==> src/hw/rtl/uirs_pkg.sv <==
// Shared constants and types for the unique index rejection sampler.
package uirs_pkg;

    localparam int SET_SIZE = 8;
    localparam int WORD_W   = 32;
    localparam int STATUS_W = 3;
    localparam int COUNT_W  = $clog2(SET_SIZE + 1);
    localparam int ADDR_W   = (SET_SIZE > 1) ? $clog2(SET_SIZE) : 1;

    typedef enum logic [STATUS_W-1:0] {
        ST_ACCEPTED  = 3'd0,
        ST_RANGE     = 3'd1,
        ST_DUPLICATE = 3'd2,
        ST_SMALL     = 3'd3,
        ST_STARTED   = 3'd4,
        ST_IDLE      = 3'd5
    } status_t;

    typedef enum logic {
        CMD_START = 1'b0,
        CMD_OFFER = 1'b1
    } command_t;

    // All bits at and below the highest set bit of v.
    function automatic logic [WORD_W-1:0] smear(input logic [WORD_W-1:0] v);
        logic [WORD_W-1:0] m;
        m = v;
        m = m | (m >> 1);
        m = m | (m >> 2);
        m = m | (m >> 4);
        m = m | (m >> 8);
        m = m | (m >> 16);
        return m;
    endfunction

endpackage

==> src/hw/rtl/uirs_ram.sv <==
// Generic single write port, single read port RAM with registered read data.
module uirs_ram #(
    parameter int WIDTH = 32,
    parameter int DEPTH = 8,
    localparam int AW = (DEPTH > 1) ? $clog2(DEPTH) : 1
) (
    input  logic             clk,
    input  logic             wr_en,
    input  logic [AW-1:0]    wr_addr,
    input  logic [WIDTH-1:0] wr_data,
    input  logic [AW-1:0]    rd_addr,
    output logic [WIDTH-1:0] rd_data
);

    logic [WIDTH-1:0] mem [DEPTH];

    always_ff @(posedge clk)
    begin
        if (wr_en)
        begin
            mem[wr_addr] <= wr_data;
        end
        rd_data <= mem[rd_addr];
    end

endmodule

==> src/hw/rtl/unique_index_rejection_sampler.sv <==
// Unique index rejection sampler: top level with control, bound register and output register.
//
// Draws SET_SIZE distinct indices below max_position from offered 32-bit random
// words (with no upper limit when the bound's top bit is set). A start transaction
// (tuser = 0) clears the selection and reports started, or bound too small when
// max_position < SET_SIZE. An offer transaction (tuser = 1) masks the word to the
// bound's bit length, rejects it when out of range, then compares it against the
// indices already chosen, which sit in a small RAM read one entry per cycle.
// Starts, idle offers, out-of-range offers and offers while no index is stored
// yet need no comparison; any other offer compares up to SET_SIZE - 1 stored
// indices in turn through the single read port of the index RAM. Each transaction
// gives exactly one result transaction; the next input is taken once the block is
// idle and the result register is free or being drained. The bound is to be
// written through cfg only while the block is idle; the block does not enforce this.
module unique_index_rejection_sampler (
    input  logic                             clk,
    input  logic                             rst_n,
    input  logic                             cfg_valid,
    output logic                             cfg_ready,
    input  logic [uirs_pkg::WORD_W-1:0]      cfg_data,
    input  logic                             s_axis_tvalid,
    output logic                             s_axis_tready,
    input  logic [uirs_pkg::WORD_W-1:0]      s_axis_tdata,  // [31:0] random_word
    input  logic                             s_axis_tuser,  // [0] command
    output logic                             m_axis_tvalid,
    input  logic                             m_axis_tready,
    output logic [uirs_pkg::WORD_W-1:0]      m_axis_tdata,  // [31:0] index
    output logic [uirs_pkg::STATUS_W-1:0]    m_axis_tuser,  // [2:0] status
    output logic                             m_axis_tlast
);

    typedef enum logic [1:0] {
        S_IDLE = 2'b01,
        S_SCAN = 2'b10
    } state_t;

    state_t                          state_reg, state_next;
    logic [uirs_pkg::COUNT_W-1:0]    count_reg, count_next;
    logic                            selecting_reg, selecting_next;
    logic [uirs_pkg::WORD_W-1:0]     max_position_reg;
    logic [uirs_pkg::WORD_W-1:0]     cand_reg, cand_next;
    logic [uirs_pkg::ADDR_W-1:0]     scan_idx_reg, scan_idx_next;
    logic                            out_valid_reg, out_valid_next;
    logic [uirs_pkg::WORD_W-1:0]     out_index_reg, out_index_next;
    uirs_pkg::status_t               out_status_reg, out_status_next;
    logic                            out_last_reg, out_last_next;

    logic                            in_take;
    logic                            out_take;
    logic [uirs_pkg::WORD_W-1:0]     mask;
    logic [uirs_pkg::WORD_W-1:0]     cand;
    logic                            in_range;
    logic                            wr_en;
    logic [uirs_pkg::ADDR_W-1:0]     wr_addr;
    logic [uirs_pkg::WORD_W-1:0]     wr_data;
    logic [uirs_pkg::ADDR_W-1:0]     rd_addr;
    logic [uirs_pkg::WORD_W-1:0]     rd_data;
    logic [uirs_pkg::COUNT_W-1:0]    count_inc;
    logic [uirs_pkg::COUNT_W-1:0]    scan_next_cnt;

    assign cfg_ready     = 1'b1;
    assign s_axis_tready = (state_reg == S_IDLE) && (!out_valid_reg || m_axis_tready);
    assign in_take       = s_axis_tvalid && s_axis_tready;
    assign out_take      = out_valid_reg && m_axis_tready;

    assign m_axis_tvalid = out_valid_reg;
    assign m_axis_tdata  = out_index_reg;
    assign m_axis_tuser  = out_status_reg;
    assign m_axis_tlast  = out_last_reg;

    // Full-width bound: word used as is, no range check.
    assign mask     = max_position_reg[uirs_pkg::WORD_W-1] ? '1
                      : uirs_pkg::smear(max_position_reg);
    assign cand     = s_axis_tdata & mask;
    assign in_range = max_position_reg[uirs_pkg::WORD_W-1] || (cand < max_position_reg);

    assign count_inc     = count_reg + uirs_pkg::COUNT_W'(1);
    assign scan_next_cnt = uirs_pkg::COUNT_W'(scan_idx_reg) + uirs_pkg::COUNT_W'(1);
    assign wr_addr       = count_reg[uirs_pkg::ADDR_W-1:0];

    always_comb
    begin
        state_next      = state_reg;
        count_next      = count_reg;
        selecting_next  = selecting_reg;
        cand_next       = cand_reg;
        scan_idx_next   = scan_idx_reg;
        out_valid_next  = out_valid_reg && !out_take;
        out_index_next  = out_index_reg;
        out_status_next = out_status_reg;
        out_last_next   = out_last_reg;
        wr_en           = 1'b0;
        wr_data         = cand_reg;
        rd_addr         = '0;

        case (state_reg)
            S_IDLE:
            begin
                if (in_take)
                begin
                    out_index_next = '0;
                    out_last_next  = 1'b0;
                    if (s_axis_tuser == uirs_pkg::CMD_START)
                    begin
                        out_valid_next = 1'b1;
                        count_next     = '0;
                        if (max_position_reg < uirs_pkg::WORD_W'(uirs_pkg::SET_SIZE))
                        begin
                            selecting_next  = 1'b0;
                            out_status_next = uirs_pkg::ST_SMALL;
                        end
                        else
                        begin
                            selecting_next  = 1'b1;
                            out_status_next = uirs_pkg::ST_STARTED;
                        end
                    end
                    else if (!selecting_reg)
                    begin
                        out_valid_next  = 1'b1;
                        out_status_next = uirs_pkg::ST_IDLE;
                    end
                    else if (!in_range)
                    begin
                        out_valid_next  = 1'b1;
                        out_status_next = uirs_pkg::ST_RANGE;
                    end
                    else if (count_reg == '0)
                    begin
                        out_valid_next  = 1'b1;
                        out_status_next = uirs_pkg::ST_ACCEPTED;
                        out_index_next  = cand;
                        wr_en           = 1'b1;
                        wr_data         = cand;
                        count_next      = count_inc;
                        if (count_inc == uirs_pkg::COUNT_W'(uirs_pkg::SET_SIZE))
                        begin
                            out_last_next  = 1'b1;
                            selecting_next = 1'b0;
                        end
                    end
                    else
                    begin
                        cand_next     = cand;
                        scan_idx_next = '0;
                        state_next    = S_SCAN;
                    end
                end
            end
            S_SCAN:
            begin
                rd_addr = scan_idx_reg + uirs_pkg::ADDR_W'(1);
                if (rd_data == cand_reg)
                begin
                    out_valid_next  = 1'b1;
                    out_status_next = uirs_pkg::ST_DUPLICATE;
                    out_index_next  = '0;
                    out_last_next   = 1'b0;
                    state_next      = S_IDLE;
                end
                else if (scan_next_cnt == count_reg)
                begin
                    out_valid_next  = 1'b1;
                    out_status_next = uirs_pkg::ST_ACCEPTED;
                    out_index_next  = cand_reg;
                    out_last_next   = 1'b0;
                    wr_en           = 1'b1;
                    count_next      = count_inc;
                    if (count_inc == uirs_pkg::COUNT_W'(uirs_pkg::SET_SIZE))
                    begin
                        out_last_next  = 1'b1;
                        selecting_next = 1'b0;
                    end
                    state_next = S_IDLE;
                end
                else
                begin
                    scan_idx_next = scan_idx_reg + uirs_pkg::ADDR_W'(1);
                end
            end
            default:
            begin
                state_next = S_IDLE;
            end
        endcase
    end

    always_ff @(posedge clk or negedge rst_n)
    begin
        if (!rst_n)
        begin
            state_reg        <= S_IDLE;
            count_reg        <= '0;
            selecting_reg    <= 1'b0;
            max_position_reg <= '1;
            out_valid_reg    <= 1'b0;
        end
        else
        begin
            state_reg     <= state_next;
            count_reg     <= count_next;
            selecting_reg <= selecting_next;
            out_valid_reg <= out_valid_next;
            if (cfg_valid && cfg_ready)
            begin
                max_position_reg <= cfg_data;
            end
        end
    end

    always_ff @(posedge clk)
    begin
        cand_reg       <= cand_next;
        scan_idx_reg   <= scan_idx_next;
        out_index_reg  <= out_index_next;
        out_status_reg <= out_status_next;
        out_last_reg   <= out_last_next;
    end

    uirs_ram #(
        .WIDTH (uirs_pkg::WORD_W),
        .DEPTH (uirs_pkg::SET_SIZE)
    ) u_chosen_ram (
        .clk     (clk),
        .wr_en   (wr_en),
        .wr_addr (wr_addr),
        .wr_data (wr_data),
        .rd_addr (rd_addr),
        .rd_data (rd_data)
    );

endmodule
==> config.mk <==
export PLATFORM = sky130hd
export DESIGN_NAME = unique_index_rejection_sampler
export DESIGN_NICKNAME = d
export VERILOG_FILES = /design/src/hw/rtl/uirs_pkg.sv /design/src/hw/rtl/uirs_ram.sv /design/src/hw/rtl/unique_index_rejection_sampler.sv
export SDC_FILE = /design/constraint.sdc
export NUM_CORES = 1
export LEC_CHECK = 0
export ABC_AREA = 1
export ABC_CLOCK_PERIOD_IN_PS = 14350
export CORE_MARGIN = 2
export CORE_UTILIZATION = 50
export CTS_BUF_LIST = sky130_fd_sc_hd__clkbuf_4 sky130_fd_sc_hd__clkbuf_8
export DETAILED_ROUTE_END_ITERATION = 7
export DONT_BUFFER_PORTS = 1
export PLACE_DENSITY = 0.72
export SLEW_MARGIN = 20
export SYNTH_ARGS = -nofsm -noshare
export SYNTH_HDL_FRONTEND = slang
export SYNTH_SLANG_ARGS = --single-unit
==> constraint.sdc <==
create_clock -name clk -period 14.35 [get_ports clk]
set_input_delay 0.7175 -clock clk [delete_from_list [all_inputs] [get_ports clk]]
set_output_delay 0.7175 -clock clk [all_outputs]
set_load 0.05 [all_outputs]
==> impl_metrics.env <==
export IMPL_grt_ovfl_total=0
export IMPL_path_buf_inv=3
export IMPL_io_buffer_count=0
export IMPL_antenna_found_initial=0
export IMPL_drc=0
export IMPL_syn_nets=1556
export IMPL_core_um2=33400
export IMPL_clkSlewWorstSetupHoldPaths_ns=0.06
export IMPL_cts_tree="yes"
export IMPL_clock_latency_ns=0.61
export IMPL_dp_slack_ns=9.30
export IMPL_synth_top_area_frac=0.582
export IMPL_ios=109
export IMPL_ir_drop_mv=0.124
export IMPL_die_w_um=188
export IMPL_dp_hpwl_um=25000
export IMPL_ys_top_cells_by_count="327 x edfxtp_1, 235 x nor2_1, 184 x nand2_1"
export IMPL_routed_wl_um=38800
export IMPL_root_buffer="clkbuf_8"
export IMPL_cp_common_cell="nand2_1"
export IMPL_synthCells=1450
export IMPL_cp_end_kind="flop"
export IMPL_via_per_inst=5.62
export IMPL_regArea_um2=11500
export IMPL_critPathRequiredTime_ns=14.57
export IMPL_hp_start="cfg_valid"
export IMPL_fin_crit_ns=5.08
export IMPL_ys_seq_elements=399
export IMPL_hold_path_class="in -> reg"
export IMPL_fp_row_count=67
export IMPL_rsz0062_at_grt="no"
export IMPL_critical_path_arrival_ns=5.30
export IMPL_multi_input_area_um2=4670
export IMPL_grt_pass1_vias=11000
export IMPL_outcome="complete, no violations"
export IMPL_synth_top_area_cell="edfxtp_1"
export IMPL_worst_slew_pin_slew_ns=1.06
export IMPL_startpoint_type="flop"
export IMPL_critPathSlowestCell="nor2_4"
export IMPL_powerDensity_nw_per_um2=166
export IMPL_wl_per_cell_um=19.9
export IMPL_area_growth_pct=10.3
export IMPL_cp_top_family="simple AND/OR/NAND/NOR gates"
export IMPL_synthTopCellsByArea="edfxtp_1 58%, nor2_1 5.2%, dfstp_2 5.1%"
export IMPL_slew_headroom=0.292
export IMPL_num_vias=11000
export IMPL_grt_max_degree=84
export IMPL_drt_iter0_drc=1068
export IMPL_num_antenna_cells=0
export IMPL_yosys_warnings=0
export IMPL_finalHoldViolCount=0
export IMPL_slew_viol_final=0
export IMPL_die_area_um2=35200
export IMPL_skew_ns=0.0178
export IMPL_cp_startpoint="max_position_reg[22]"
export IMPL_cts_htree_levels=2
export IMPL_period_share=0.354
export IMPL_path_class="reg -> reg"
export IMPL_netlist_cell_type_count=42
export IMPL_clock_fmax_mhz=197
export IMPL_dieHeight_um=188
export IMPL_yosysSeqAreaShare=0.682
export IMPL_final_nets=1563
export IMPL_synth_most_common_cell="edfxtp_1"
export IMPL_drtAntennaViolNets=0
export IMPL_fin_tns_setup_ns=0
export IMPL_setup_viol_count_final=0
export IMPL_synth_edff_count=327
export IMPL_synthArstFlopShare=0.100
export IMPL_r2r_start="max_position_reg[22]"
export IMPL_clock_sinks=399
export IMPL_slowest_delay_ns=0.92
export IMPL_regMostFlops="u_chosen_ram.mem"
export IMPL_largest_reg_flops=256
export IMPL_synth_main_ff_cell="edfxtp_1"
export IMPL_worst_slack_ns=9.27
export IMPL_first_pass_iters=5
export IMPL_whs_ns=0.184
export IMPL_initial_core_util=0.505
export IMPL_syn_avg_cell_area_um2=11.6
export IMPL_grt_pass1_wl_um=60300
export IMPL_fillCellCount=2772
export IMPL_place_gp_congestion=0.851
export IMPL_numCtsBuffers=60
export IMPL_clk_path_buf_depth=3
export IMPL_path_max_fanout=32
export IMPL_leakage_nw=6.81
export IMPL_synthesis_area_um2=16900
export IMPL_cap_violations=0
export IMPL_power_total_mw=3.08
export IMPL_track_usage=0.219
export IMPL_drive_gt1_frac=0.122
==> cells in the final DEF, fill, tap and decap left out, drive strengths merged, types with 3 or more instances in the layout <==
cell / count
nand3: 37
nor4: 5
edfxtp: 327
nand2: 188
nor3: 4
xnor2: 23
clkinv: 21
nand4: 14
o31ai: 35
clkbuf: 88
dfstp: 33
dfrtp: 7
dfxtp: 32
buf: 13
inv: 130
ha: 36
or2: 13
a21oi: 63
a31oi: 33
o221ai: 64
nor2: 238
and2: 3
o22ai: 18
o21ai: 66
==> where the power goes <==
part           total [mW]  internal, mW  leakage [nW]  switching (mW)
registers            1.67          1.43          3.68           0.246
clock network       0.922         0.495         0.643           0.427
logic               0.482         0.123          2.48           0.359
==> metal layers <==
metal  GRT usage  wire length, µm
met5           0                0
met4      0.0684              956
met3      0.0369             2110
met2       0.388            19900
met1       0.274            15900
==> per-stage QoR <==
stage | cells | instance area [µm²] | util
6_report | 1953 | 18600 | 0.557
5_1_grt | 1953 | 18600 | 0.557
4_1_cts | 1951 | 18500 | 0.556
3_5_place_dp | 1839 | 17300 | 0.518
3_3_place_gp | 1839 | 17300 | 0.518
2_1_floorplan | 1450 | 16900 | -
==> path summary, 6_finish.rpt <==
kind,end,slack [ns],depth (start not counted)
max,u_chosen_ram.mem[2][14],9.27,26
min in group asynchronous,selecting_reg,0.62,2
max in group asynchronous,max_position_reg[24],13.45,2
min,max_position_reg[13],0.18,1
min reg2reg,state_reg[0],0.48,2
max reg2reg,u_chosen_ram.mem[2][14],9.27,26
==> logic make-up after synthesis <==
kind of cell | after synthesis | synth area share
xor gates and xnor gates | 25 | 0.0130
buffers and inverters | 200 | 0.0453
and+or+nand+nor | 502 | 0.122
other | 1 | 0.000222
muxes | 1 | 0.000668
DFF | 399 | 0.682
AOI/OAI and AO/OA | 286 | 0.110
adders and majority gates | 36 | 0.0267
==> timing repair <==
item                       in CTS  in global routing
setup buffers                   0                  0
hold buffers                    2                  0
resized for setup               0                  0
hold endpoints to repair       40                  0
setup endpoints to repair       0                  0
==> layout make-up <==
| class | instances | area share |
|---|---|---|
| Timing Repair Buffer | 14 | 0.00861 |
| Inverter | 131 | 0.0265 |
| Multi-Input combinational cell | 851 | 0.251 |
| Tap cell | 448 | 0.0302 |
| Clock inverter | 22 | 0.00720 |
| Clock buffer | 88 | 0.0574 |
| Sequential cell | 399 | 0.619 |
Note: power is estimated with default switching activity, not from simulation.
